`src/sv/rslc_pkg.sv`:
```
// Shared types and constants for the relay safety lockout controller.
// No dependencies; every other file imports this package.
package rslc_pkg;

  localparam int unsigned TimeW    = 16;
  localparam int unsigned AccW     = 32;
  localparam int unsigned ChgW     = 32;
  localparam int unsigned CfgIdxW  = 3;
  localparam int unsigned CfgDataW = 16;
  localparam int unsigned LimitW   = 26;
  localparam int unsigned MsPerSec = 1000;

  typedef enum logic [2:0] {
    CMD_OFF    = 3'd0,
    CMD_ON     = 3'd1,
    CMD_TOGGLE = 3'd2,
    CMD_ESTOP  = 3'd3,
    CMD_RESET  = 3'd4,
    CMD_TICK   = 3'd5
  } cmd_e;

  typedef enum logic [2:0] {
    WHY_NONE      = 3'd0,
    WHY_MIN_OFF   = 3'd1,
    WHY_MIN_ON    = 3'd2,
    WHY_INTERLOCK = 3'd3,
    WHY_EMERGENCY = 3'd4,
    WHY_AUTO      = 3'd5
  } reason_e;

  typedef enum logic [CfgIdxW-1:0] {
    CFG_MIN_OFF   = 3'd0,
    CFG_MIN_ON    = 3'd1,
    CFG_MAX_ON    = 3'd2,
    CFG_ACT_LOW   = 3'd3,
    CFG_IL_ENABLE = 3'd4
  } cfg_idx_e;

  typedef struct packed {
    logic [2:0] command;
    logic       interlock_other_active;
  } item_t;

  typedef struct packed {
    logic            drive_level;
    logic            output_on;
    logic            status_code;
    logic            lockout_flag;
    logic [2:0]      lock_cause;
    logic            interlock_claim;
    logic            interlock_allowed;
    logic [ChgW-1:0] change_count;
    logic [AccW-1:0] total_on_ms;
  } res_t;

endpackage

```
`src/sv/rslc_cmd_if.sv`:
```
// Command channel interface: valid/ready handshake plus one command transaction.
// Depends on rslc_pkg for field widths.
interface rslc_cmd_if import rslc_pkg::*; ();
  logic       valid;
  logic       ready;
  logic [2:0] command;
  logic       interlock_other_active;

  modport source (output valid, output command, output interlock_other_active, input ready);
  modport sink (input valid, input command, input interlock_other_active, output ready);
endinterface

```
`src/sv/rslc_res_if.sv`:
```
// Result channel interface: valid/ready handshake plus one result transaction.
// Depends on rslc_pkg for field widths.
interface rslc_res_if import rslc_pkg::*; ();
  logic            valid;
  logic            ready;
  logic            drive_level;
  logic            output_on;
  logic            status_code;
  logic            lockout_flag;
  logic [2:0]      lock_cause;
  logic            interlock_claim;
  logic            interlock_allowed;
  logic [ChgW-1:0] change_count;
  logic [AccW-1:0] total_on_ms;

  modport source (
    output valid, output drive_level, output output_on, output status_code,
    output lockout_flag, output lock_cause, output interlock_claim,
    output interlock_allowed, output change_count, output total_on_ms,
    input ready
  );
  modport sink (
    input valid, input drive_level, input output_on, input status_code,
    input lockout_flag, input lock_cause, input interlock_claim,
    input interlock_allowed, input change_count, input total_on_ms,
    output ready
  );
endinterface

```
`src/sv/rslc_in_stage.sv`:
```
// Input register stage: captures one command transaction per cycle unless the downstream stage stalls.
// Depends on rslc_pkg and rslc_cmd_if.
module rslc_in_stage import rslc_pkg::*; (
  input  logic      clk_i,
  input  logic      rst_ni,
  rslc_cmd_if.sink  cmd_i,
  input  logic      advance_i,
  output logic      valid_o,
  output item_t     item_o
);

  logic  valid_q, valid_d;
  item_t item_q;

  assign cmd_i.ready = !valid_q || advance_i;
  assign valid_d     = (cmd_i.valid && cmd_i.ready) || (valid_q && !advance_i);

  always_ff @(posedge clk_i or negedge rst_ni) begin
    if (!rst_ni) begin
      valid_q <= 1'b0;
    end else begin
      valid_q <= valid_d;
    end
  end

  always_ff @(posedge clk_i) begin
    if (cmd_i.valid && cmd_i.ready) begin
      item_q.command                <= cmd_i.command;
      item_q.interlock_other_active <= cmd_i.interlock_other_active;
    end
  end

  assign valid_o = valid_q;
  assign item_o  = item_q;

endmodule

```
`src/sv/rslc_engine.sv`:
```
// Lockout state, configuration registers and next-state logic for one command.
// Depends on rslc_pkg.
module rslc_engine import rslc_pkg::*; #(
  parameter int unsigned COUNTER_WIDTH = 32
) (
  input  logic                clk_i,
  input  logic                rst_ni,
  input  logic                cfg_we_i,
  input  logic [CfgIdxW-1:0]  cfg_idx_i,
  input  logic [CfgDataW-1:0] cfg_wdata_i,
  input  logic                advance_i,
  input  item_t               item_i,
  output res_t                result_o
);

  localparam int unsigned CmpW = (COUNTER_WIDTH > LimitW) ? COUNTER_WIDTH : LimitW;
  localparam int unsigned SumW = ((COUNTER_WIDTH > AccW) ? COUNTER_WIDTH : AccW) + 1;

  logic [TimeW-1:0] min_off_q, min_on_q, max_on_q;
  logic             act_low_q, il_en_q;

  logic                     is_on_q, is_on_d;
  logic                     lock_q, lock_d;
  reason_e                  why_q, why_d;
  logic [COUNTER_WIDTH-1:0] since_on_q, since_on_d;
  logic [COUNTER_WIDTH-1:0] since_off_q, since_off_d;
  logic [ChgW-1:0]          chg_q, chg_d;
  logic [AccW-1:0]          acc_q, acc_d;
  logic                     held_q, held_d;

  logic                     other;
  logic                     do_req, want_on, status;
  logic                     fail_off, fail_on, fail_il, auto_off;
  logic [COUNTER_WIDTH-1:0] since_on_adv, since_off_adv;
  logic [LimitW-1:0]        limit;
  logic [SumW-1:0]          sum;

  always_ff @(posedge clk_i or negedge rst_ni) begin
    if (!rst_ni) begin
      min_off_q <= '0;
      min_on_q  <= '0;
      max_on_q  <= '0;
      act_low_q <= 1'b0;
      il_en_q   <= 1'b0;
    end else if (cfg_we_i) begin
      unique case (cfg_idx_e'(cfg_idx_i))
        CFG_MIN_OFF:   min_off_q <= cfg_wdata_i;
        CFG_MIN_ON:    min_on_q  <= cfg_wdata_i;
        CFG_MAX_ON:    max_on_q  <= cfg_wdata_i;
        CFG_ACT_LOW:   act_low_q <= cfg_wdata_i[0];
        CFG_IL_ENABLE: il_en_q   <= cfg_wdata_i[0];
        default: ;
      endcase
    end
  end

  assign other = item_i.interlock_other_active;
  assign limit = LimitW'(max_on_q) * LimitW'(MsPerSec);

  always_comb begin
    since_on_adv  = since_on_q;
    since_off_adv = since_off_q;
    if (cmd_e'(item_i.command) == CMD_TICK) begin
      if (!(&since_on_q)) since_on_adv = since_on_q + 1'b1;
      if (!(&since_off_q)) since_off_adv = since_off_q + 1'b1;
    end
  end

  assign auto_off = (max_on_q != '0) && is_on_q && (CmpW'(since_on_adv) > CmpW'(limit));
  assign sum      = SumW'(acc_q) + SumW'(since_on_adv);

  always_comb begin
    do_req  = 1'b0;
    want_on = 1'b0;
    unique case (cmd_e'(item_i.command))
      CMD_OFF:    do_req = 1'b1;
      CMD_ON:     begin do_req = 1'b1; want_on = 1'b1; end
      CMD_TOGGLE: begin do_req = 1'b1; want_on = !is_on_q; end
      CMD_TICK:   do_req = auto_off;
      default: ;
    endcase
  end

  assign fail_off = want_on && (min_off_q != '0) &&
                    (since_off_adv < COUNTER_WIDTH'(min_off_q));
  assign fail_on  = !want_on && (min_on_q != '0) &&
                    (since_on_adv < COUNTER_WIDTH'(min_on_q));
  assign fail_il  = want_on && il_en_q && other;

  always_comb begin
    is_on_d     = is_on_q;
    lock_d      = lock_q;
    why_d       = why_q;
    since_on_d  = since_on_adv;
    since_off_d = since_off_adv;
    chg_d       = chg_q;
    acc_d       = acc_q;
    held_d      = held_q;
    status      = 1'b0;
    if (do_req) begin
      priority if (fail_off) begin
        lock_d = 1'b1;
        why_d  = WHY_MIN_OFF;
        status = 1'b1;
      end else if (fail_on) begin
        lock_d = 1'b1;
        why_d  = WHY_MIN_ON;
        status = 1'b1;
      end else if (fail_il) begin
        lock_d = 1'b1;
        why_d  = WHY_INTERLOCK;
        status = 1'b1;
      end else begin
        lock_d = 1'b0;
        why_d  = WHY_NONE;
        if (want_on != is_on_q) begin
          is_on_d = want_on;
          chg_d   = chg_q + 1'b1;
          if (want_on) begin
            since_on_d = '0;
            if (il_en_q) held_d = 1'b1;
          end else begin
            since_off_d = '0;
            acc_d = (sum >= SumW'({AccW{1'b1}})) ? {AccW{1'b1}} : sum[AccW-1:0];
            if (il_en_q) held_d = 1'b0;
          end
        end
      end
    end
    unique case (cmd_e'(item_i.command))
      CMD_ESTOP: begin
        is_on_d = 1'b0;
        lock_d  = 1'b1;
        why_d   = WHY_EMERGENCY;
      end
      CMD_RESET: begin
        lock_d = 1'b0;
        why_d  = WHY_NONE;
      end
      CMD_TICK: begin
        status = 1'b0;
        if (auto_off) begin
          lock_d = 1'b1;
          why_d  = WHY_AUTO;
        end
      end
      default: ;
    endcase
  end

  always_ff @(posedge clk_i or negedge rst_ni) begin
    if (!rst_ni) begin
      is_on_q     <= 1'b0;
      lock_q      <= 1'b0;
      why_q       <= WHY_NONE;
      since_on_q  <= '1;
      since_off_q <= '1;
      chg_q       <= '0;
      acc_q       <= '0;
      held_q      <= 1'b0;
    end else if (advance_i) begin
      is_on_q     <= is_on_d;
      lock_q      <= lock_d;
      why_q       <= why_d;
      since_on_q  <= since_on_d;
      since_off_q <= since_off_d;
      chg_q       <= chg_d;
      acc_q       <= acc_d;
      held_q      <= held_d;
    end
  end

  always_comb begin
    result_o.drive_level       = is_on_d ^ act_low_q;
    result_o.output_on         = is_on_d;
    result_o.status_code       = status;
    result_o.lockout_flag      = lock_d;
    result_o.lock_cause        = why_d;
    result_o.interlock_claim   = held_d;
    result_o.interlock_allowed = !il_en_q || !other;
    result_o.change_count      = chg_d;
    result_o.total_on_ms       = acc_d;
  end

endmodule

```
`src/sv/rslc_out_stage.sv`:
```
// Result register stage: holds one result transaction until the sink takes it.
// Depends on rslc_pkg and rslc_res_if.
module rslc_out_stage import rslc_pkg::*; (
  input  logic        clk_i,
  input  logic        rst_ni,
  input  logic        load_i,
  input  res_t        result_i,
  output logic        free_o,
  rslc_res_if.source  res_o
);

  logic valid_q, valid_d;
  res_t res_q;

  assign free_o  = !valid_q || res_o.ready;
  assign valid_d = load_i || (valid_q && !res_o.ready);

  always_ff @(posedge clk_i or negedge rst_ni) begin
    if (!rst_ni) begin
      valid_q <= 1'b0;
    end else begin
      valid_q <= valid_d;
    end
  end

  always_ff @(posedge clk_i) begin
    if (load_i) begin
      res_q <= result_i;
    end
  end

  assign res_o.valid             = valid_q;
  assign res_o.drive_level       = res_q.drive_level;
  assign res_o.output_on         = res_q.output_on;
  assign res_o.status_code       = res_q.status_code;
  assign res_o.lockout_flag      = res_q.lockout_flag;
  assign res_o.lock_cause        = res_q.lock_cause;
  assign res_o.interlock_claim   = res_q.interlock_claim;
  assign res_o.interlock_allowed = res_q.interlock_allowed;
  assign res_o.change_count      = res_q.change_count;
  assign res_o.total_on_ms       = res_q.total_on_ms;

endmodule

```
`src/sv/relay_safety_lockout_controller_core.sv`:
```
// Top level of the relay safety lockout controller.
// Depends on rslc_pkg, rslc_cmd_if, rslc_res_if, rslc_in_stage, rslc_engine, rslc_out_stage.
//
// Usage:
//   cmd_i carries one command per transaction (off, on, toggle, emergency stop,
//   reset lockout, 1 ms tick) with the interlock group status. res_o returns
//   exactly one result transaction per command, in order: drive level, logical
//   state, busy status, latched lockout and reason, interlock claim/allowed,
//   change count and total on time.
//   Configuration registers (min off, min on, max on seconds, active low,
//   interlock enable) are written through cfg_we_i/cfg_idx_i/cfg_wdata_i
//   while no command is in flight.
//   A command accepted on cmd_i is held in the input register, then in the
//   result register, from which the sink takes it. Throughput: one command
//   per cycle while the receiver does not stall; the state update is a
//   single pass of compare and counter logic.
//   Reset: all state clears, elapsed counters start saturated, both channels
//   empty. When the receiver stalls, the result register holds and the input
//   register takes one more command, then cmd_i.ready drops.
module relay_safety_lockout_controller_core import rslc_pkg::*; #(
  parameter int unsigned COUNTER_WIDTH = 32
) (
  input  logic                clk_i,
  input  logic                rst_ni,
  input  logic                cfg_we_i,
  input  logic [CfgIdxW-1:0]  cfg_idx_i,
  input  logic [CfgDataW-1:0] cfg_wdata_i,
  rslc_cmd_if.sink            cmd_i,
  rslc_res_if.source          res_o
);

  logic  in_valid, out_free, advance;
  item_t item;
  res_t  result;

  assign advance = in_valid && out_free;

  rslc_in_stage u_in_stage (
    .clk_i     (clk_i),
    .rst_ni    (rst_ni),
    .cmd_i     (cmd_i),
    .advance_i (advance),
    .valid_o   (in_valid),
    .item_o    (item)
  );

  rslc_engine #(
    .COUNTER_WIDTH (COUNTER_WIDTH)
  ) u_engine (
    .clk_i       (clk_i),
    .rst_ni      (rst_ni),
    .cfg_we_i    (cfg_we_i),
    .cfg_idx_i   (cfg_idx_i),
    .cfg_wdata_i (cfg_wdata_i),
    .advance_i   (advance),
    .item_i      (item),
    .result_o    (result)
  );

  rslc_out_stage u_out_stage (
    .clk_i    (clk_i),
    .rst_ni   (rst_ni),
    .load_i   (advance),
    .result_i (result),
    .free_o   (out_free),
    .res_o    (res_o)
  );

endmodule

```
`src/flat_wrapper.sv`:
```
// flat-port wrapper written by rule: the top's interface ports become plain ports
module relay_safety_lockout_controller_core_flat import rslc_pkg::*;
#(
  parameter int unsigned COUNTER_WIDTH = 32
)
  (clk_i, rst_ni, cfg_we_i, cfg_idx_i, cfg_wdata_i, cmd_i_valid, cmd_i_command, cmd_i_interlock_other_active, cmd_i_ready, res_o_valid, res_o_drive_level, res_o_output_on, res_o_status_code, res_o_lockout_flag, res_o_lock_cause, res_o_interlock_claim, res_o_interlock_allowed, res_o_change_count, res_o_total_on_ms, res_o_ready);
  rslc_cmd_if cmd_i_i ();
  rslc_res_if res_o_i ();
  input  logic clk_i;
  input  logic rst_ni;
  input  logic cfg_we_i;
  input  logic [CfgIdxW-1:0] cfg_idx_i;
  input  logic [CfgDataW-1:0] cfg_wdata_i;
  input wire logic [$bits(cmd_i_i.valid)-1:0] cmd_i_valid;
  input wire logic [$bits(cmd_i_i.command)-1:0] cmd_i_command;
  input wire logic [$bits(cmd_i_i.interlock_other_active)-1:0] cmd_i_interlock_other_active;
  output wire logic [$bits(cmd_i_i.ready)-1:0] cmd_i_ready;
  output wire logic [$bits(res_o_i.valid)-1:0] res_o_valid;
  output wire logic [$bits(res_o_i.drive_level)-1:0] res_o_drive_level;
  output wire logic [$bits(res_o_i.output_on)-1:0] res_o_output_on;
  output wire logic [$bits(res_o_i.status_code)-1:0] res_o_status_code;
  output wire logic [$bits(res_o_i.lockout_flag)-1:0] res_o_lockout_flag;
  output wire logic [$bits(res_o_i.lock_cause)-1:0] res_o_lock_cause;
  output wire logic [$bits(res_o_i.interlock_claim)-1:0] res_o_interlock_claim;
  output wire logic [$bits(res_o_i.interlock_allowed)-1:0] res_o_interlock_allowed;
  output wire logic [$bits(res_o_i.change_count)-1:0] res_o_change_count;
  output wire logic [$bits(res_o_i.total_on_ms)-1:0] res_o_total_on_ms;
  input wire logic [$bits(res_o_i.ready)-1:0] res_o_ready;
  assign cmd_i_i.valid = cmd_i_valid;
  assign cmd_i_i.command = cmd_i_command;
  assign cmd_i_i.interlock_other_active = cmd_i_interlock_other_active;
  assign cmd_i_ready = cmd_i_i.ready;
  assign res_o_valid = res_o_i.valid;
  assign res_o_drive_level = res_o_i.drive_level;
  assign res_o_output_on = res_o_i.output_on;
  assign res_o_status_code = res_o_i.status_code;
  assign res_o_lockout_flag = res_o_i.lockout_flag;
  assign res_o_lock_cause = res_o_i.lock_cause;
  assign res_o_interlock_claim = res_o_i.interlock_claim;
  assign res_o_interlock_allowed = res_o_i.interlock_allowed;
  assign res_o_change_count = res_o_i.change_count;
  assign res_o_total_on_ms = res_o_i.total_on_ms;
  assign res_o_i.ready = res_o_ready;
  relay_safety_lockout_controller_core #(.COUNTER_WIDTH(COUNTER_WIDTH)) u_core (.clk_i(clk_i), .rst_ni(rst_ni), .cfg_we_i(cfg_we_i), .cfg_idx_i(cfg_idx_i), .cfg_wdata_i(cfg_wdata_i), .cmd_i(cmd_i_i), .res_o(res_o_i));
endmodule
```
`config.mk`:
```
export PLATFORM = sky130hd
export DESIGN_NAME = relay_safety_lockout_controller_core_flat
export DESIGN_NICKNAME = d
export VERILOG_FILES = /design/src/sv/rslc_pkg.sv /design/src/sv/rslc_cmd_if.sv /design/src/sv/rslc_res_if.sv /design/src/sv/rslc_in_stage.sv /design/src/sv/rslc_engine.sv /design/src/sv/rslc_out_stage.sv /design/src/sv/relay_safety_lockout_controller_core.sv /design/src/flat_wrapper.sv
export SDC_FILE = /design/constraint.sdc
export NUM_CORES = 1
export LEC_CHECK = 0
export BUFFER_PORTS_ARGS = -buffer_cell sky130_fd_sc_hd__buf_2
export CORE_MARGIN = 5
export CORE_UTILIZATION = 30
export CTS_CLUSTER_DIAMETER = 60
export CTS_CLUSTER_SIZE = 16
export DETAILED_ROUTE_END_ITERATION = 7
export GPL_TIMING_DRIVEN = 0
export PLACE_DENSITY_LB_ADDON = 0.15
export SKIP_LAST_GASP = 1
export SLEW_MARGIN = 20
export SYNTH_ARGS = -nofsm -noshare
export SYNTH_HDL_FRONTEND = slang
export SYNTH_SLANG_ARGS = --single-unit
```
`constraint.sdc`:
```
create_clock -name clk_i -period 16.9 [get_ports clk_i]
set_input_delay 3.38 -clock clk_i [delete_from_list [all_inputs] [get_ports clk_i]]
set_output_delay 3.38 -clock clk_i [all_outputs]
set_load 0.01 [all_outputs]
```
==> results by group, run 1 <==
Run status
  – Outcome: finished, final reports clean

Clock network
  – Post-CTS Setup Bufs: 0
  – Root Buffer: clkbuf_16
  – Sink Count: 263
  – CTS buffer count: 35
  – Clock buffer depth: 3
  – Clock transition at path regs: 0.07 ns
  – Skew-Pair Late Insertion Delay: 0.56 ns
  – Post-CTS Resized: 0
  – CTS tree: built
  – H-tree levels: 2
  – Hold buffer count at cts: 0

Detailed routing
  – Post-Route M1 WL: 27100 um
  – DR vias: 15400
  – Drt wl/cell: 19.0 um
  – Via-to-Cell Ratio: 5.08
  – Met3 wire len: 2390 um
  – Met2 WL: 26400 um
  – Number of nets with antenna violations after routing: 0
  – Uppermost layer routed: met5
  – Drt pass-1 iters: 8
  – Routed wire length: 57500 um
  – DR DRC count: 0
  – DR iter-0 viols: 703

Logic synthesis
  – Ys Warns: 0
  – Ys async rst share: 70.7%
  – Biggest area consumer among synthesized cells: dfrtp_1
  – Ys flop type: dfrtp_1
  – Synth cell types: 84
  – Register bit total from synthesis: 263
  – Syn Inst Count: 2011
  – Share of the synthesized area in the top cell type: 16.2%
  – Mapped Avg Cell Area: 9.40 um^2
  – Synthesized cell area: 0.0189 mm^2
  – Synth area leaders: dfrtp_1, edfxtp_1, ha_1
  – Sequential share of the synthesized area: 37.3%
  – Syn_nets: 2242
  – Number of synthesized flops with an enable pin: 77

GRT
  – Initial antenna violation count: 3
  – Global-route wire length before repair: 89700 um
  – Grt total ovfl: 0
  – Vias in the first global route: 15300
  – Largest net degree at the start of global routing: 84
  – All-Layer GR Usage: 16.7%

STA
  – Max Freq: 0.106 GHz
  – Worst-margin pin slew: 1.06 ns
  – Setup Total Neg Slack: 0 ns
  – Min Tclk post-route: 9.44 ns
  – Setup WS post-layout: 7.46 ns
  – Max Clock Skew: 0.0178 ns
  – RSZ-0062 raised after global routing: no
  – Fin Hold WS: 0.495 ns
  – Final Hold Vio Count: 0
  – Ratio of final minimum period to clock period: 55.9%
  – Endpoints failing setup: 0
  – Slew Viols, Final: 0
  – Relative slew slack: 28.8%

Finish
  – Area growth syn-to-layout: 15.1%
  – Multi-input logic area: 0.0109 mm^2
  – Fillers: 6496
  – Final instance area: 0.0218 mm^2
  – Share of cells above drive strength 1: 14.2%
  – Core Util, Final: 34.7%
  – Reg area: 0.00705 mm^2
  – ANT cells: 0
  – Nets: 2384

Place
  – Placed cell area: 0.0206 mm^2
  – IO Port Bufs: 102
  – Hpwl dp: 44200 um
  – Pre-CTS setup slack: 7.44 ns
  – Routability cong.: 0.874

Worst setup path
  – Max stage delay on crit path: 0.85 ns
  – CP Launch Type: register
  – Crit path from: u_core.u_engine.max_on_q[0]$_DFFE_PN0P_
  – CP dominant cell by count: fa_1
  – Crit Path Class: register to register
  – CP Max Fanout: 10
  – Reg2reg path depth: 28
  – CP max stage cell: nor4_2
  – Critical Path End Type: register
  – RR Startpoint: u_core.u_engine.max_on_q[0]$_DFFE_PN0P_
  – R2r setup slk: 7.46 ns
  – Worst setup endpoint: u_core.u_out_stage.res_o.total_on_ms[2]$_DFFE_PP_
  – Crit Reg-Reg Endpoint: u_core.u_out_stage.res_o.total_on_ms[2]$_DFFE_PP_
  – Required @ worst endpoint: 17.11 ns
  – WP data arrival: 9.65 ns

Floorplan
  – Core footprint: 0.0627 mm^2
  – # IOs: 103
  – Die Area: 0.0681 mm^2
  – Initial Util: 30.1%
  – Die Span X: 261 um
  – Chip Height: 261 um
  – Row count: 92

Power and ir drop
  – Pwr per Cell Area: 196 mW/mm^2
  – Lkg Pwr: 9.43 nW
  – Worst IR drop on VDD: 165 uV

Flow run
  – Maxcap violations: 0

Worst hold path
  – Worst min path class: register to register
power breakdown:
group          switching (mW)  internal, mW
clock network           0.330         0.439
logic                    1.51          1.09
registers              0.0932         0.803
total                    1.93          2.33
how the worst min path moves through the flow:
stage                                                           from                                         end  slack (ns)  depth (start not counted)
after floorplan                 u_core.u_engine.why_q[1]$_DFFE_PN0P_        u_core.u_engine.why_q[1]$_DFFE_PN0P_        0.45                          2
after global placement          u_core.u_engine.why_q[1]$_DFFE_PN0P_        u_core.u_engine.why_q[1]$_DFFE_PN0P_        0.47                          2
after detailed placement        u_core.u_engine.why_q[1]$_DFFE_PN0P_        u_core.u_engine.why_q[1]$_DFFE_PN0P_        0.48                          2
after CTS                 u_core.u_engine.since_off_q[6]$_DFFE_PN1P_  u_core.u_engine.since_off_q[6]$_DFFE_PN1P_        0.50                          2
after global routing           u_core.u_engine.chg_q[22]$_DFFE_PN0P_       u_core.u_engine.chg_q[22]$_DFFE_PN0P_        0.51                          1
final                           u_core.u_engine.why_q[1]$_DFFE_PN0P_        u_core.u_engine.why_q[1]$_DFFE_PN0P_        0.50                          2
cell families after synthesis:
group	after synthesis	share of synthesized area (%)
adders and majority gates	203	15.6
buffers and inverters	241	5.01
and+or+nand+nor	684	18.2
muxes	31	1.82
DFF	263	37.3
xor gates and xnor gates	154	7.24
AOI/OAI and AO/OA	435	14.8
synth_stat cells, types with 6 or more instances:
master / number
nand2_1: 227
ha_1: 148
inv_1: 147
o21ai_0: 135
dfrtp_1: 122
nor2_1: 105
a21oi_1: 81
xor2_1: 81
edfxtp_1: 77
xnor2_1: 72
clkbuf_1: 70
dfstp_2: 64
nand3_1: 61
a31oi_1: 55
fa_1: 55
nor3_1: 51
and3_1: 41
nand4_1: 41
nor4_1: 39
a21o_1: 35
mux2_2: 27
and2_1: 17
buf_2: 16
nand2b_1: 16
and4_1: 15
o31ai_1: 15
a22o_1: 14
or3_1: 14
o21a_1: 12
or2_2: 11
a211oi_1: 10
nor2b_1: 9
or4_1: 8
o211ai_1: 7
o2111ai_1: 6
o21bai_1: 6
o22ai_1: 6
worst max-delay path: cells and delay by family (launching register included):
family          cells  cell delay (ns)
compound gates     13             3.05
buf+inv             4             1.29
fa+ha+maj           6             2.66
simple gates        4             1.37
xor+xnor            1             0.14
flops               1             0.54
area by class of cell:
class | count | area share [%]
Clock inverter | 26 | 1.25
Sequential cell | 263 | 32.4
Buffer | 94 | 1.83
Multi-Input combinational cell | 1507 | 50.1
Clock buffer | 38 | 4.22
Inverter | 147 | 2.54
Timing Repair Buffer | 105 | 2.77
Tap cell | 846 | 4.87
placed cells by master (no fill, tap or decap), types with 7 or more instances in the layout:
master     synthesis  layout
a22o_1            14      14
or2_2             11      11
xor2_1            81      81
nor4_1            39      39
a31oi_1           55      55
edfxtp_1          77      77
inv_1            147     147
and4_1            15      15
nand2_1          227     227
buf_2             16     117
and3_1            41      41
ha_1             148     148
xnor2_1           72      72
fa_1              55      55
a21o_1            35      35
a21oi_1           81      81
dfrtp_1          122     122
nor2b_1            9       9
clkbuf_16          0      36
or4_1              8       8
o21a_1            12      12
nand2b_1          16      16
o211ai_1           7       7
nand4_1           41      41
a211oi_1          10      10
nor3_1            51      51
o21ai_0          135     135
o31ai_1           15      15
nand3_1           61      61
and2_1            17      17
nor2_1           105     105
clkbuf_1          70      70
or3_1             14      14
dfstp_2           64      64
mux2_2            27      27
per-layer routing:
layer	global-route usage, %	up-vias
li1	-	7496
met1	23.3	7479
met2	27.1	317
met3	2.43	81
met4	4.95	2
met5	0	-
sequential cells by signal, indices dropped and copies added (netlist names), 16 cells and up:
name                                   cells
u_core.u_engine.acc_q                     32
u_core.u_engine.max_on_q                  16
u_core.u_engine.since_off_q               32
u_core.u_engine.min_off_q                 16
u_core.u_out_stage.res_o.change_count     32
u_core.u_engine.since_on_q                32
u_core.u_engine.chg_q                     32
u_core.u_engine.min_on_q                  16
u_core.u_out_stage.res_o.total_on_ms      32
stage by stage:
stage | std cells | total power, mW
after floorplan | 2011 | 2.87
after CTS | 3026 | 4.33
after global placement | 2959 | 3.46
after detailed placement | 2962 | 3.52
final | 3026 | 4.26
after global routing | 3026 | 4.75
No activity file was read; power rests on OpenSTA's default activity.
==> run 2, diff against run 1 <==
--- a/config.mk
+++ b/config.mk
@@ -5,6 +5,7 @@
 export SDC_FILE = /design/constraint.sdc
 export NUM_CORES = 1
 export LEC_CHECK = 0
+export ABC_AREA = 1
 export BUFFER_PORTS_ARGS = -buffer_cell sky130_fd_sc_hd__buf_2
 export CORE_MARGIN = 5
 export CORE_UTILIZATION = 30
==> constraint.sdc (replaced) <==
create_clock -name clk_i -period 9.84 [get_ports clk_i]
set_input_delay 1.968 -clock clk_i [delete_from_list [all_inputs] [get_ports clk_i]]
set_output_delay 1.968 -clock clk_i [all_outputs]
set_load 0.01 [all_outputs]
==> run 2 against run 1 <==
Sequential share of layout area shrank 3.1 points. Power increased by 81%. Core utilization decreased by 0.17 points. Via count up 22%. Critical path depth up 7. Global-route usage rose by 1.6 points. Register-to-register slack worse by 5.8 ns. Critical path type unchanged. Highest routed layer is now met4.
==> results by group, run 2 <==
Run status
  – Outcome: finished, final reports clean (unchanged)

Logic synthesis
  – Mapped Avg Cell Area: 7.44 um^2 (was 9.40 um^2)
  – Ys async rst share: 70.7% (unchanged)
  – Ys flop type: dfrtp_1 (unchanged)
  – Syn_nets: 3056 (was 2242)
  – Ys Warns: 0 (unchanged)
  – Top-count cell post-synth: nand2_1 (unchanged)
  – Area share of and/or/nand/nor cells after synthesis: 29.4% (was 18.2%)
  – Synth cell types: 51 (was 84)
  – Synth Area in XOR/XNOR: 4.11% (was 7.24%)
  – Mux contribution to synthesized area: 0% (was 1.82%)
  – Post-synthesis compound-gate area fraction: 9.29% (was 14.8%)
  – Biggest area consumer among synthesized cells: dfrtp_1 (unchanged)
  – Synth area leaders: dfrtp_1, nand2_1, edfxtp_1 (was dfrtp_1, edfxtp_1, ha_1)
  – Largest family of logic cells by synthesized area: simple AND/OR/NAND/NOR gates (unchanged)
  – Post-synth top cells: nand2_1, inv_1, nor2_1 (was nand2_1, ha_1, inv_1)
  – Share of the synthesized area in the top cell type: 14.5% (was 16.2%)
  – Post-synthesis adder-cell area fraction: 14.0% (was 15.6%)
  – Synthesized cell area: 0.0210 mm^2 (was 0.0189 mm^2)
  – Syn Inst Count: 2825 (was 2011)
  – Number of synthesized flops with an enable pin: 77 (unchanged)
  – Register bit total from synthesis: 263 (unchanged)
  – Sequential share of the synthesized area: 33.5% (was 37.3%)

Worst setup path
  – R2r setup slk: 1.70 ns (was 7.46 ns)
  – CP Max Fanout: 10 (unchanged)
  – Max stage delay on crit path: 0.58 ns (was 0.85 ns)
  – CP delay by family, top: adder cells (was compound AO/OA/AOI/OAI gates)
  – CP dominant cell by count: nand2_1 (was fa_1)
  – Required @ worst endpoint: 10.15 ns (was 17.11 ns)
  – Critical Path End Type: register (unchanged)
  – Reg2reg path depth: 35 (was 28)
  – WP data arrival: 8.45 ns (was 9.65 ns)
  – CP Depth: 35 (was 28)
  – Buffers and inverters on the worst path: 4 (unchanged)
  – CP max stage cell: fa_1 (was nor4_2)
  – Crit Path Class: register to register (unchanged)
  – CP Launch Type: register (unchanged)

Flow run
  – Maxcap violations: 0 (unchanged)

Finish
  – Fillers: 7479 (was 6496)
  – Core Util, Final: 34.5% (was 34.7%)
  – Area growth syn-to-layout: 14.5% (was 15.1%)
  – Share of cells above drive strength 1: 11.6% (was 14.2%)
  – Commonest non-fill, non-tap cells in the layout: nand2_1, inv_1, nor2_1 (was nand2_1, ha_1, inv_1)
  – Commonest non-fill, non-tap cell in the layout: nand2_1 (unchanged)
  – Nets: 3197 (was 2384)

Floorplan
  – Die Area: 0.0755 mm^2 (was 0.0681 mm^2)
  – Chip Height: 275 um (was 261 um)
  – Row count: 97 (was 92)
  – Die Span X: 275 um (was 261 um)
  – # IOs: 103 (unchanged)
  – Core footprint: 0.0698 mm^2 (was 0.0627 mm^2)
  – Initial Util: 30.1% (about the same)

Power and ir drop
  – Lkg Pwr: 11.5 nW (was 9.43 nW)
  – Pwr per Cell Area: 320 mW/mm^2 (was 196 mW/mm^2)
  – Worst IR drop on VDD: 212 uV (was 165 uV)

STA
  – Endpoints failing setup: 0 (unchanged)
  – Worst-margin pin slew: 1.01 ns (was 1.06 ns)
  – Setup Total Neg Slack: 0 ns (unchanged)
  – RSZ-0062 raised after global routing: no (unchanged)
  – Max Clock Skew: 0.0372 ns (was 0.0178 ns)
  – Min Tclk post-route: 8.14 ns (was 9.44 ns)
  – Slew Viols, Final: 0 (unchanged)
  – Final Hold Vio Count: 0 (unchanged)
  – Relative slew slack: 32.4% (was 28.8%)
  – Ratio of final minimum period to clock period: 82.8% (was 55.9%)
  – Max Freq: 0.123 GHz (was 0.106 GHz)
  – Fin Hold WS: 0.487 ns (was 0.495 ns)
  – Setup WS post-layout: 1.70 ns (was 7.46 ns)

Clock network
  – Post-CTS Setup Bufs: 0 (unchanged)
  – Skew-Pair Late Insertion Delay: 0.58 ns (was 0.56 ns)
  – Hold buffer count at cts: 0 (unchanged)
  – Post-CTS Resized: 0 (unchanged)
  – Sink Count: 263 (unchanged)
  – Clock transition at path regs: 0.07 ns (about the same)
  – H-tree levels: 2 (unchanged)
  – Clock buffer depth: 3 (unchanged)
  – Root Buffer: clkbuf_16 (unchanged)
  – CTS tree: built (unchanged)
  – CTS buffer count: 34 (was 35)

GRT
  – Grt total ovfl: 0 (unchanged)
  – Largest net degree at the start of global routing: 79 (was 84)
  – All-Layer GR Usage: 18.3% (was 16.7%)
  – Vias in the first global route: 18800 (was 15300)
  – Global-route wire length before repair: 109000 um (was 89700 um)
  – Initial antenna violation count: 0 (was 3)

Detailed routing
  – DR vias: 18800 (was 15400)
  – DR iter-0 viols: 1180 (was 703)
  – Drt pass-1 iters: 5 (was 8)
  – Drt wl/cell: 17.8 um (was 19.0 um)
  – Number of nets with antenna violations after routing: 0 (unchanged)
  – Via-to-Cell Ratio: 4.79 (was 5.08)
  – Routed wire length: 70100 um (was 57500 um)
  – DR DRC count: 0 (unchanged)

Worst hold path
  – Hold Crit Depth: 2 (unchanged)
  – Worst min path class: register to register (unchanged)

Place
  – Hpwl dp: 56600 um (was 44200 um)
  – Routability cong.: 0.926 (was 0.874)
  – IO Port Bufs: 102 (unchanged)
  – Pre-CTS setup slack: 1.54 ns (was 7.44 ns)
[run 2: worst paths after layout]
check	end	startpoint
worst min-delay path	u_core.u_engine.why_q[0]$_DFFE_PN0P_	u_core.u_engine.why_q[0]$_DFFE_PN0P_
min in group asynchronous	u_core.u_engine.chg_q[22]$_DFFE_PN0P_	rst_ni
max in group asynchronous	u_core.u_engine.max_on_q[10]$_DFFE_PN0P_	rst_ni
worst max register to register	u_core.u_out_stage.res_o.total_on_ms[9]$_DFFE_PP_	u_core.u_engine.max_on_q[2]$_DFFE_PN0P_
worst min register to register	u_core.u_engine.why_q[0]$_DFFE_PN0P_	u_core.u_engine.why_q[0]$_DFFE_PN0P_
worst max-delay path	u_core.u_out_stage.res_o.total_on_ms[9]$_DFFE_PP_	u_core.u_engine.max_on_q[2]$_DFFE_PN0P_
[run 2: kinds of logic after synthesis]
| family | Yosys count |
|---|---|
| simple gates | 1394 |
| buf+inv | 521 |
| compound gates | 353 |
| flops | 263 |
| fa+ha+maj | 203 |
| xor+xnor | 91 |
[run 2: routing by layer]
metal	up-vias	share of wire (%)	global-route usage [%]
met3	76	3.8	2.04
li1	9416	-	-
met5	-	0	0
met4	0	2.3	4.35
met1	8959	47	25.4
met2	378	47	30.8
[run 2: stage by stage]
step / area [um^2] / power, mW / std cells
6_report: 24100 / 7.71 / 3933
3_3_place_gp: 22700 / 6.31 / 3867
3_5_place_dp: 22800 / 6.36 / 3870
4_1_cts: 24100 / 7.83 / 3932
5_1_grt: 24100 / 8.60 / 3932
2_1_floorplan: 21000 / 5.13 / 2825
[run 2: final cells by class]
class | count | area [um^2] | area share (%)
antenna | 1 | 2.50 | 0.0104
buffer | 65 | 327 | 1.36
clock buffer | 35 | 855 | 3.55
clock inverter | 27 | 409 | 1.70
inverter | 456 | 1710 | 7.11
multi-input combinational | 2041 | 12000 | 49.6
sequential | 263 | 7050 | 29.3
tap | 940 | 1180 | 4.88
timing repair buffer | 105 | 603 | 2.50
[run 2: power breakdown]
group	internal [mW]	leakage, nW	switching [mW]	total [mW]
Combinational	1.75	7.92	2.88	4.63
Clock	0.823	0.601	0.580	1.40
Sequential	1.45	3.00	0.233	1.68
Total	4.03	11.5	3.69	7.71
[run 2: worst register-to-register path: cells and delay by family (launching register included)]
| kind | cells | cell delay [ns] |
|---|---|---|
| xor+xnor | 1 | 0.19 |
| fa+ha+maj | 6 | 2.67 |
| simple gates | 17 | 2.38 |
| buf+inv | 4 | 0.62 |
| flops | 1 | 0.49 |
| compound gates | 7 | 1.52 |
